`src/hw/rtl/pba_pkg.sv`:
```
package pba_pkg;

   // Fixed field widths of the request and response beats.
   localparam int TYPE_W     = 2;
   localparam int MAP_W      = 2;
   localparam int PORT_W     = 15;
   localparam int PORT_OUT_W = 10;

   // Width that holds any port number plus one word of headroom.
   localparam int PBASE_W = 16;

   // Fraction bits of the reciprocal used to split a port into word and bit.
   localparam int RECIP_SHIFT = 16;
   localparam int PROD_W      = 32;

   // The raw map never hands out a port.
   localparam logic [MAP_W-1:0] RAW_MAP = 2'd3;

   typedef enum logic [TYPE_W-1:0] {
      OP_QUERY  = 2'd0,
      OP_LOCK   = 2'd1,
      OP_UNLOCK = 2'd2,
      OP_ALLOC  = 2'd3
   } req_op_type;

   typedef enum logic [1:0] {
      RSP_NONE   = 2'd0,
      RSP_ACCESS = 2'd1,
      RSP_GRANT  = 2'd2
   } rsp_sel_type;

   // Commands from the controller to the datapath.
   typedef struct packed {
      logic        req_load;
      logic        decode_load;
      logic        fix_load;
      logic        index_load;
      logic        rd_issue;
      logic        scan_step;
      logic        access_commit;
      logic        grant_commit;
      logic        rsp_load;
      rsp_sel_type rsp_sel;
   } dp_cmd_type;

   // Status from the datapath back to the controller.
   typedef struct packed {
      logic alloc_op;
      logic alloc_ok;
      logic hit;
      logic exhausted;
   } dp_stat_type;

endpackage

```
`src/hw/rtl/pba_ram.sv`:
```
module pba_ram #(
   parameter int WIDTH = 32,
   parameter int DEPTH = 96
) (
   input  logic                                    clock,
   input  logic                                    wr_en,
   input  logic [((DEPTH > 1) ? $clog2(DEPTH) : 1)-1:0] wr_addr,
   input  logic [WIDTH-1:0]                        wr_data,
   input  logic                                    rd_en,
   input  logic [((DEPTH > 1) ? $clog2(DEPTH) : 1)-1:0] rd_addr,
   output logic [WIDTH-1:0]                        rd_data
);

   logic [WIDTH-1:0] mem_ff [DEPTH];
   logic [WIDTH-1:0] rd_data_ff;

   // One write port and one registered read port.
   always_ff @(posedge clock) begin
      if (wr_en) begin
         mem_ff[wr_addr] <= wr_data;
      end
      if (rd_en) begin
         rd_data_ff <= mem_ff[rd_addr];
      end
   end

   assign rd_data = rd_data_ff;

endmodule

```
`src/hw/rtl/pba_ctrl.sv`:
```
module pba_ctrl (
   input  logic                 clock,
   input  logic                 reset,
   input  logic                 start,
   output logic                 busy,
   output logic                 rsp_strobe,
   output pba_pkg::dp_cmd_type  cmd,
   input  pba_pkg::dp_stat_type stat
);

   import pba_pkg::*;

   typedef enum logic [2:0] {
      S_IDLE,
      S_DECODE,
      S_DIVFIX,
      S_INDEX,
      S_READ,
      S_UPDATE,
      S_SCAN
   } state_type;

   state_type state_ff;
   state_type state_in;
   logic      rsp_strobe_ff;

   // Command decode and next state.
   always_comb begin
      cmd      = '0;
      cmd.rsp_sel = RSP_NONE;
      state_in = state_ff;
      case (state_ff)
         S_IDLE: begin
            if (start) begin
               cmd.req_load = 1'b1;
               state_in     = S_DECODE;
            end
         end
         S_DECODE: begin
            cmd.decode_load = 1'b1;
            if (!stat.alloc_op) begin
               state_in = S_DIVFIX;
            end else if (stat.alloc_ok) begin
               state_in = S_INDEX;
            end else begin
               // Allocation from a map without storage answers at once.
               cmd.rsp_load = 1'b1;
               cmd.rsp_sel  = RSP_NONE;
               state_in     = S_IDLE;
            end
         end
         S_DIVFIX: begin
            cmd.fix_load = 1'b1;
            state_in     = S_INDEX;
         end
         S_INDEX: begin
            cmd.index_load = 1'b1;
            state_in       = stat.alloc_op ? S_SCAN : S_READ;
         end
         S_READ: begin
            cmd.rd_issue = 1'b1;
            state_in     = S_UPDATE;
         end
         S_UPDATE: begin
            cmd.access_commit = 1'b1;
            cmd.rsp_load      = 1'b1;
            cmd.rsp_sel       = RSP_ACCESS;
            state_in          = S_IDLE;
         end
         S_SCAN: begin
            cmd.scan_step = 1'b1;
            if (stat.hit) begin
               cmd.grant_commit = 1'b1;
               cmd.rsp_load     = 1'b1;
               cmd.rsp_sel      = RSP_GRANT;
               state_in         = S_IDLE;
            end else if (stat.exhausted) begin
               cmd.rsp_load = 1'b1;
               cmd.rsp_sel  = RSP_NONE;
               state_in     = S_IDLE;
            end
         end
         default: begin
            state_in = S_IDLE;
         end
      endcase
   end

   // State and response strobe.
   always_ff @(posedge clock) begin
      if (reset) begin
         state_ff      <= S_IDLE;
         rsp_strobe_ff <= 1'b0;
      end else begin
         state_ff      <= state_in;
         rsp_strobe_ff <= cmd.rsp_load;
      end
   end

   assign busy       = (state_ff != S_IDLE);
   assign rsp_strobe = rsp_strobe_ff;

endmodule

```
`src/hw/rtl/pba_dp.sv`:
```
module pba_dp #(
   parameter int NUM_PORTS = 1024,
   parameter int WORD_BITS = 32,
   parameter int NUM_MAPS  = 3
) (
   input  logic                              clock,
   input  logic                              reset,
   input  logic [pba_pkg::TYPE_W-1:0]        req_type,
   input  logic [pba_pkg::MAP_W-1:0]         req_map_sel,
   input  logic [pba_pkg::PORT_W-1:0]        req_port,
   input  pba_pkg::dp_cmd_type               cmd,
   output pba_pkg::dp_stat_type              stat,
   output logic                              rsp_busy_res,
   output logic [pba_pkg::PORT_OUT_W-1:0]    rsp_port_out,
   output logic                              rsp_found
);

   import pba_pkg::*;

   localparam int WPM       = (NUM_PORTS + WORD_BITS - 1) / WORD_BITS;
   localparam int TOTAL     = NUM_MAPS * WPM;
   localparam int AW        = (TOTAL > 1) ? $clog2(TOTAL) : 1;
   localparam int BIW       = $clog2(WORD_BITS);
   localparam int CW        = $clog2(WPM + 1);
   localparam int RECIP     = (1 << RECIP_SHIFT) / WORD_BITS;
   localparam int TAIL_BITS = NUM_PORTS - (WPM - 1) * WORD_BITS;
   // Bits of the last word that lie past the end of the map count as busy.
   localparam logic [WORD_BITS-1:0] TAIL_MASK =
      WORD_BITS'(~((64'd1 << TAIL_BITS) - 64'd1));

   // Request registers.
   req_op_type         op_ff;
   logic [MAP_W-1:0]   map_ff;
   logic [PORT_W-1:0]  port_ff;

   // Word and bit split of the port.
   logic [PROD_W-1:0]  prod;
   logic [PORT_W-1:0]  q0_in;
   logic [PORT_W-1:0]  q0_ff;
   logic [PBASE_W-1:0] rem;
   logic               rem_over;
   logic [PORT_W-1:0]  widx_in;
   logic [PORT_W-1:0]  widx_ff;
   logic [BIW-1:0]     bit_in;
   logic [BIW-1:0]     bit_ff;
   logic [AW-1:0]      base_in;
   logic [AW-1:0]      base_ff;
   logic               map_ok;
   logic               port_ok;
   logic               in_range;

   // Access address and scan pipeline.
   logic [AW-1:0]          addr_ff;
   logic [WORD_BITS-1:0]   mask_ff;
   logic [CW-1:0]          iss_cnt_ff;
   logic [PBASE_W-1:0]     iss_port_ff;
   logic                   iss_ok;
   logic                   ev_vld_ff;
   logic                   ev_last_ff;
   logic [AW-1:0]          ev_addr_ff;
   logic [PBASE_W-1:0]     ev_port_ff;

   // Word store and its valid bits.
   logic [TOTAL-1:0]       vld_ff;
   logic                   vld_rd_ff;
   logic                   rd_en;
   logic [WORD_BITS-1:0]   rd_data;
   logic                   wr_en;
   logic [AW-1:0]          wr_addr;
   logic [WORD_BITS-1:0]   wr_data;
   logic                   access_wr;

   // Word evaluation.
   logic [WORD_BITS-1:0]   word_eff;
   logic [WORD_BITS-1:0]   scan_word;
   logic [WORD_BITS-1:0]   zero_bit;
   logic [BIW-1:0]         zero_idx;
   logic [PBASE_W-1:0]     grant_port;
   logic [WORD_BITS-1:0]   access_data;

   // Response registers.
   logic                   rsp_busy_ff;
   logic [PORT_OUT_W-1:0]  rsp_port_ff;
   logic                   rsp_found_ff;

   // Range checks on the held request.
   assign map_ok   = ({1'b0, map_ff} < 3'(NUM_MAPS));
   assign port_ok  = (PBASE_W'(port_ff) < PBASE_W'(NUM_PORTS));
   assign in_range = map_ok && port_ok;

   // Quotient estimate by reciprocal, low by at most one.
   assign prod    = PROD_W'(port_ff) * PROD_W'(RECIP);
   assign q0_in   = PORT_W'(prod >> RECIP_SHIFT);
   assign base_in = map_ok ? AW'(int'(map_ff) * WPM) : '0;

   // Remainder with one correction step.
   assign rem      = PBASE_W'(port_ff) - PBASE_W'(PROD_W'(q0_ff) * PROD_W'(WORD_BITS));
   assign rem_over = (rem >= PBASE_W'(WORD_BITS));
   assign widx_in  = rem_over ? (q0_ff + PORT_W'(1)) : q0_ff;
   assign bit_in   = rem_over ? BIW'(rem - PBASE_W'(WORD_BITS)) : BIW'(rem);

   // Request, decode and index registers.
   always_ff @(posedge clock) begin
      if (cmd.req_load) begin
         op_ff   <= req_op_type'(req_type);
         map_ff  <= req_map_sel;
         port_ff <= req_port;
      end
      if (cmd.decode_load) begin
         q0_ff   <= q0_in;
         base_ff <= base_in;
      end
      if (cmd.fix_load) begin
         widx_ff <= widx_in;
         bit_ff  <= bit_in;
      end
   end

   // A scan keeps issuing reads until every word of the map is out.
   assign iss_ok = (iss_cnt_ff != CW'(WPM));

   // Address register and scan pipeline.
   always_ff @(posedge clock) begin
      if (cmd.index_load) begin
         if (op_ff == OP_ALLOC) begin
            addr_ff <= base_ff;
         end else if (in_range) begin
            addr_ff <= base_ff + AW'(widx_ff);
         end else begin
            addr_ff <= '0;
         end
         mask_ff     <= WORD_BITS'(1) << bit_ff;
         iss_cnt_ff  <= '0;
         iss_port_ff <= '0;
         ev_vld_ff   <= 1'b0;
      end else if (cmd.scan_step) begin
         if (iss_ok) begin
            addr_ff     <= addr_ff + AW'(1);
            iss_cnt_ff  <= iss_cnt_ff + CW'(1);
            iss_port_ff <= iss_port_ff + PBASE_W'(WORD_BITS);
         end
         ev_vld_ff  <= iss_ok;
         ev_last_ff <= (iss_cnt_ff == CW'(WPM - 1));
         ev_addr_ff <= addr_ff;
         ev_port_ff <= iss_port_ff;
      end
   end

   // A word never written reads as all free.
   assign word_eff  = vld_rd_ff ? rd_data : '0;
   assign scan_word = word_eff | (ev_last_ff ? TAIL_MASK : '0);

   // Lowest free bit isolated as a one-hot, then encoded.
   assign zero_bit = ~scan_word & (scan_word + WORD_BITS'(1));

   always_comb begin
      zero_idx = '0;
      for (int i = 0; i < WORD_BITS; i++) begin
         if (zero_bit[i]) begin
            zero_idx = zero_idx | BIW'(i);
         end
      end
   end

   assign grant_port = ev_port_ff + PBASE_W'(zero_idx);

   // Lock sets the bit, unlock clears it.
   assign access_data = (op_ff == OP_LOCK) ? (word_eff | mask_ff) : (word_eff & ~mask_ff);
   assign access_wr   = cmd.access_commit && in_range &&
                        ((op_ff == OP_LOCK) || (op_ff == OP_UNLOCK));

   // Read enable and write port selection.
   assign rd_en   = cmd.rd_issue || (cmd.scan_step && iss_ok);
   assign wr_en   = access_wr || cmd.grant_commit;
   assign wr_addr = cmd.grant_commit ? ev_addr_ff : addr_ff;
   assign wr_data = cmd.grant_commit ? (word_eff | zero_bit) : access_data;

   pba_ram #(
      .WIDTH (WORD_BITS),
      .DEPTH (TOTAL)
   ) u_words (
      .clock   (clock),
      .wr_en   (wr_en),
      .wr_addr (wr_addr),
      .wr_data (wr_data),
      .rd_en   (rd_en),
      .rd_addr (addr_ff),
      .rd_data (rd_data)
   );

   // Valid bits mark words written since reset.
   always_ff @(posedge clock) begin
      if (reset) begin
         vld_ff <= '0;
      end else if (wr_en) begin
         vld_ff[wr_addr] <= 1'b1;
      end
   end

   always_ff @(posedge clock) begin
      if (rd_en) begin
         vld_rd_ff <= vld_ff[addr_ff];
      end
   end

   // Response registers.
   always_ff @(posedge clock) begin
      if (cmd.rsp_load) begin
         case (cmd.rsp_sel)
            RSP_ACCESS: begin
               rsp_busy_ff  <= (op_ff == OP_QUERY) && in_range && (|(word_eff & mask_ff));
               rsp_port_ff  <= '0;
               rsp_found_ff <= 1'b0;
            end
            RSP_GRANT: begin
               rsp_busy_ff  <= 1'b0;
               rsp_port_ff  <= grant_port[PORT_OUT_W-1:0];
               rsp_found_ff <= 1'b1;
            end
            default: begin
               rsp_busy_ff  <= 1'b0;
               rsp_port_ff  <= '0;
               rsp_found_ff <= 1'b0;
            end
         endcase
      end
   end

   // Status toward the controller.
   assign stat.alloc_op  = (op_ff == OP_ALLOC);
   assign stat.alloc_ok  = map_ok && (map_ff != RAW_MAP);
   assign stat.hit       = ev_vld_ff && (scan_word != '1);
   assign stat.exhausted = ev_vld_ff && (scan_word == '1) && ev_last_ff;

   assign rsp_busy_res = rsp_busy_ff;
   assign rsp_port_out = rsp_port_ff;
   assign rsp_found    = rsp_found_ff;

endmodule

```
`src/hw/rtl/port_bitmap_allocator.sv`:
```
// Query, lock and unlock: decode, divide fix, index, read and update, then the response.
// Allocate on a map with storage: decode, index, then a scan that reads one bitmap word
// per cycle from the single read port of the word store; otherwise it answers at once.
// One request at a time; the next request is taken in the cycle the response shows.
// Reset clears all busy bits through per-word valid flags, so no clearing pass is run.
module port_bitmap_allocator #(
   parameter int NUM_PORTS = 1024,
   parameter int WORD_BITS = 32,
   parameter int NUM_MAPS  = 3
) (
   input  logic                              clock,
   input  logic                              reset,
   input  logic                              start,
   output logic                              busy,
   input  logic [pba_pkg::TYPE_W-1:0]        req_type,
   input  logic [pba_pkg::MAP_W-1:0]         req_map_sel,
   input  logic [pba_pkg::PORT_W-1:0]        req_port,
   output logic                              rsp_strobe,
   output logic                              rsp_busy_res,
   output logic [pba_pkg::PORT_OUT_W-1:0]    rsp_port_out,
   output logic                              rsp_found
);

   import pba_pkg::*;

   dp_cmd_type  cmd;
   dp_stat_type stat;

   // Sequencer.
   pba_ctrl u_ctrl (
      .clock      (clock),
      .reset      (reset),
      .start      (start),
      .busy       (busy),
      .rsp_strobe (rsp_strobe),
      .cmd        (cmd),
      .stat       (stat)
   );

   // Bitmap store, address split and scan logic.
   pba_dp #(
      .NUM_PORTS (NUM_PORTS),
      .WORD_BITS (WORD_BITS),
      .NUM_MAPS  (NUM_MAPS)
   ) u_dp (
      .clock        (clock),
      .reset        (reset),
      .req_type     (req_type),
      .req_map_sel  (req_map_sel),
      .req_port     (req_port),
      .cmd          (cmd),
      .stat         (stat),
      .rsp_busy_res (rsp_busy_res),
      .rsp_port_out (rsp_port_out),
      .rsp_found    (rsp_found)
   );

`ifndef SYNTHESIS
   // An accepted request keeps the block occupied in the next cycle.
   a_accept_busy: assert property (@(posedge clock) disable iff (reset)
      (start && !busy) |=> busy)
      else $error("accepted request did not raise busy");

   // Responses are single beats, never back to back.
   a_single_beat: assert property (@(posedge clock) disable iff (reset)
      rsp_strobe |=> !rsp_strobe)
      else $error("response strobe held for two cycles");

   // A response without a grant carries port zero.
   a_no_grant_port: assert property (@(posedge clock) disable iff (reset)
      (rsp_strobe && !rsp_found) |-> (rsp_port_out == '0))
      else $error("nonzero port without a grant");

   // A busy answer and a grant never come in the same beat.
   a_busy_xor_found: assert property (@(posedge clock) disable iff (reset)
      rsp_strobe |-> !(rsp_busy_res && rsp_found))
      else $error("busy and found both set");
`endif

endmodule

```
`config.mk`:
```
export PLATFORM = sky130hd
export DESIGN_NAME = port_bitmap_allocator
export DESIGN_NICKNAME = d
export VERILOG_FILES = /design/src/hw/rtl/pba_pkg.sv /design/src/hw/rtl/pba_ram.sv /design/src/hw/rtl/pba_ctrl.sv /design/src/hw/rtl/pba_dp.sv /design/src/hw/rtl/port_bitmap_allocator.sv
export SDC_FILE = /design/constraint.sdc
export NUM_CORES = 2
export LEC_CHECK = 0
export BUFFER_PORTS_ARGS = -buffer_cell sky130_fd_sc_hd__buf_2
export CORE_MARGIN = 2
export CORE_UTILIZATION = 35
export CTS_CLUSTER_SIZE = 8
export DETAILED_ROUTE_END_ITERATION = 7
export PLACE_DENSITY_LB_ADDON = 0.25
export SYNTH_ARGS = -nofsm -noshare
export SYNTH_HDL_FRONTEND = slang
export SYNTH_SLANG_ARGS = --single-unit
```
`constraint.sdc`:
```
create_clock -name clock -period 8.1 [get_ports clock]
set_input_delay 0.81 -clock clock [delete_from_list [all_inputs] [get_ports clock]]
set_output_delay 0.81 -clock clock [all_outputs]
set_load 0.01 [all_outputs]
```
==> flow_metrics.py <==
metrics = {
    "run_status": {
        "outcome": "complete, but fails checks",
        "violations": "design-rule violations",
    },
    "synthesis": {
        "ys_seq_area_share_pct": 76.8,
        "yosysTopAreaCell": "edfxtp_1",
        "synthTopCellsByArea": "edfxtp_1, mux4_2, dfxtp_1",
        "ys_ff_latch": 3324,
        "synth_top_area_share_pct": 75.0,
        "yosys_warnings": 0,
        "ys_async_sr_fraction_pct": 0,
        "synth_cell_types": 63,
        "netlist_instances": 5612,
        "synth-edff-count": 3212,
        "synth.avg_cell_area_um2": 22.9,
        "synth_ff_type": "edfxtp_1",
        "syn-num-nets": 5654,
        "synthesis.area_um2": 129000,
    },
    "timing": {
        "grt_setup_unrepaired": "no",
        "tightestPinTransition_ns": 1.39,
        "final_hold_viol_count": 0,
        "fin_crit_ns": 5.92,
        "hold_slack_ns": 0.0882,
        "slew_violations": 0,
        "fin_crit_sh_pct": 73.0,
        "clock_skew_ns": 0.0656,
        "setup_violations": 0,
        "max_freq_mhz": 169,
        "fin_setup_tns_ns": 0,
        "slew_headroom_pct": 7.37,
    },
    "placement": {
        "numPlacedInstances": 10349,
        "place_congestion": 0.921,
        "dpl.hpwl_um": 201000,
        "io_buffers": 35,
    },
    "pwr": {
        "vdd_ir_drop_max_v": 0.000172,
        "power.density_nw_per_um2": 253,
        "p_leak_nw": 45.7,
        "switching_share_pct": 21.3,
        "p_sw_mw": 7.99,
        "power.internal_mw": 29.6,
        "combPwrFrac_pct": 4.5,
        "power_mw": 37.6,
        "power_frac_seq_pct": 51.0,
        "pwr-share-clk_pct": 44.5,
    },
    "route": {
        "drt-pass1-iter-count": 8,
        "drt_iter0_markers": 7444,
        "drc": 2,
        "via_count": 61326,
        "wire_per_inst_um": 31.7,
        "wirelength_um": 346000,
        "antenna_left": 0,
        "via_per_inst": 5.62,
    },
    "grt": {
        "grt_use_total_pct": 18.4,
        "antenna_found_initial": 32,
        "overflow": 0,
        "grt_pass1_wl_um": 486000,
        "grt_pass1_vias": 62073,
        "grt_max_degree": 112,
    },
    "finish": {
        "utilization_pct": 40.6,
        "nets": 6048,
        "fin_cells": 10911,
        "syn_to_final_growth_pct": 15.6,
        "drive_above_1_share_pct": 31.3,
        "mostFrequentLayoutCells": "edfxtp_1, mux4_2, clkbuf_16, nor2_1, buf_4",
        "final_common_cell": "edfxtp_1",
    },
    "die": {
        "die-area_um2": 372000,
        "start_util_pct": 35.2,
        "die-width_um": 610,
        "die_h_um": 610,
        "ios": 36,
        "core_um2": 366000,
        "std_cell_rows": 222,
    },
    "cts": {
        "htree_levels": 5,
        "cts-resized-gates": 0,
        "path_clk_slew_ns": 0.05,
        "clock_path_buffers": 4,
        "insertion_delay_ns": 0.98,
        "numCtsBuffers": 453,
        "cts_num_sinks": 3324,
        "clockRootBuffer": "clkbuf_16",
        "cts_tree": "built",
    },
    "setup_path": {
        "critPathKind": "register to register",
        "critPathCaptureType": "register",
        "cp_max_fo": 64,
        "crit_required_ns": 8.62,
        "worst_ep_arrival_time_ns": 6.43,
        "reg2regPathDepth": 10,
        "start_kind": "register",
    },
    "flow_run": {
        "maxCapViolations": 0,
    },
    "worst_hold_path": {
        "hold_depth": 1,
        "hold_class": "input port to register",
    },
}
[cells in the mapped netlist, types with 5 or more instances]
cell type,count
nand3b_1,10
o21ai_0,22
nand3_1,21
xnor2_1,11
a211oi_1,7
o211ai_1,5
dfxtp_1,112
nor3_1,14
nor4_1,6
a22o_1,8
nand4_1,18
o22a_1,13
a32oi_1,9
a21oi_1,134
inv_1,30
nor2_1,287
mux2_2,32
buf_4,13
a21boi_0,16
nor2b_1,9
and2_1,11
and3_1,14
nand2b_1,7
nor3b_1,5
nand2_1,71
or3_1,5
buf_2,109
a221oi_1,21
xor2_1,13
clkbuf_1,142
mux4_2,1006
a31oi_1,13
a21o_1,5
o22ai_2,8
mux2i_1,53
ha_1,19
or2_2,8
o22ai_1,9
a22oi_1,31
buf_1,35
edfxtp_1,3212
[per-layer routing]
layer / wire length (µm) / vias up / GRT usage (%)
li1: - / 24578 / -
met1: 148000 / 33623 / 26.5
met2: 159000 / 2610 / 28.2
met3: 27200 / 511 / 3.51
met4: 12300 / 4 / 6.04
met5: 27 / - / 0
[per-stage QoR]
step	instance area [µm²]	setup slack, ns
2_1_floorplan	129000	1.50
3_3_place_gp	136000	2.47
3_5_place_dp	136000	2.41
4_1_cts	149000	2.41
5_1_grt	149000	1.97
6_report	149000	2.18
[power groups by stage]
| stage | combinational (mW) | clock (mW) | sequential, mW |
|---|---|---|---|
| final | 1.68 | 16.7 | 19.2 |
| after global routing | 1.78 | 17.7 | 19.1 |
| after CTS | 1.72 | 17.1 | 19.2 |
| after detailed placement | 1.71 | 0 | 19.5 |
| after global placement | 1.67 | 0 | 19.5 |
| after floorplan | 0.913 | 0 | 19.5 |
[worst max-delay path: stages (launching register included)]
cell and delay [ns]:
edfxtp_1 0.33, buf_4 0.45, nand2_1 0.28, nor4_1 0.55, and4_1 0.40, a21o_2 0.57, inv_2 0.53, nor2_4 0.85
buf_4 0.50, a32oi_4 0.32, buf_4 0.53
[path summary, 6_finish.rpt]
path                                                       start                                   end  slack, ns
worst max-delay path                    u_dp.vld_rd_ff$_DFFE_PP_  u_dp.u_words.mem_ff[80][8]$_DFFE_PP_       2.18
worst min-delay path                                 req_port[1]             u_dp.port_ff[1]$_DFFE_PP_       0.09
worst max register to register          u_dp.vld_rd_ff$_DFFE_PP_  u_dp.u_words.mem_ff[80][8]$_DFFE_PP_       2.18
worst min register to register  u_dp.iss_port_ff[9]$_SDFFE_PP0P_          u_dp.ev_port_ff[9]$_DFFE_PP_       0.44
[area by class of cell]
type	instances	area (µm²)
diodes	10	25.0
clock buffers	510	11700
clock inverters	24	453
fillers	31557	217000
inverters	31	116
multi-input cells	1953	29600
flip-flops and latches	3324	98700
well taps	4816	6030
repair buffers	243	2020
[repair_timing]
| item | in CTS | in global routing |
|---|---|---|
| hold endpoints to repair | 18 | 0 |
| hold buffers | 18 | 0 |
| endpoints found under the setup margin | 0 | 0 |
| setup buffers | 0 | 0 |
[cells by family (layout without fill, tap and decap cells)]
logic type / count (synthesis) / in the layout / synth area share (%)
DFF: 3324 / 3324 / 76.8
xor gates and xnor gates: 24 / 24 / 0.164
AOI/OAI and AO/OA: 318 / 318 / 1.63
buffers and inverters: 335 / 808 / 1.15
adders and majority gates: 20 / 20 / 0.201
and+or+nand+nor: 500 / 500 / 1.75
other: 0 / 10 / 0
muxes: 1091 / 1091 / 18.3
[sequential cells by signal, indices dropped and copies added, names as in the netlist, 3 cells and up]
signal                count
u_ctrl.state_ff           3
u_dp.addr_ff              7
u_dp.vld_ff              96
u_dp.ev_port_ff           5
u_dp.u_words.rd_data     32
u_dp.port_ff             15
u_dp.bit_ff               5
u_dp.q0_ff               10
u_dp.ev_addr_ff           7
u_dp.mask_ff             32
u_dp.iss_port_ff          5
u_dp.u_words.mem_ff    3072
u_dp.widx_ff              7
u_dp.rsp_port_out        10
u_dp.iss_cnt_ff           6
Power figures use the tool's default switching activity.
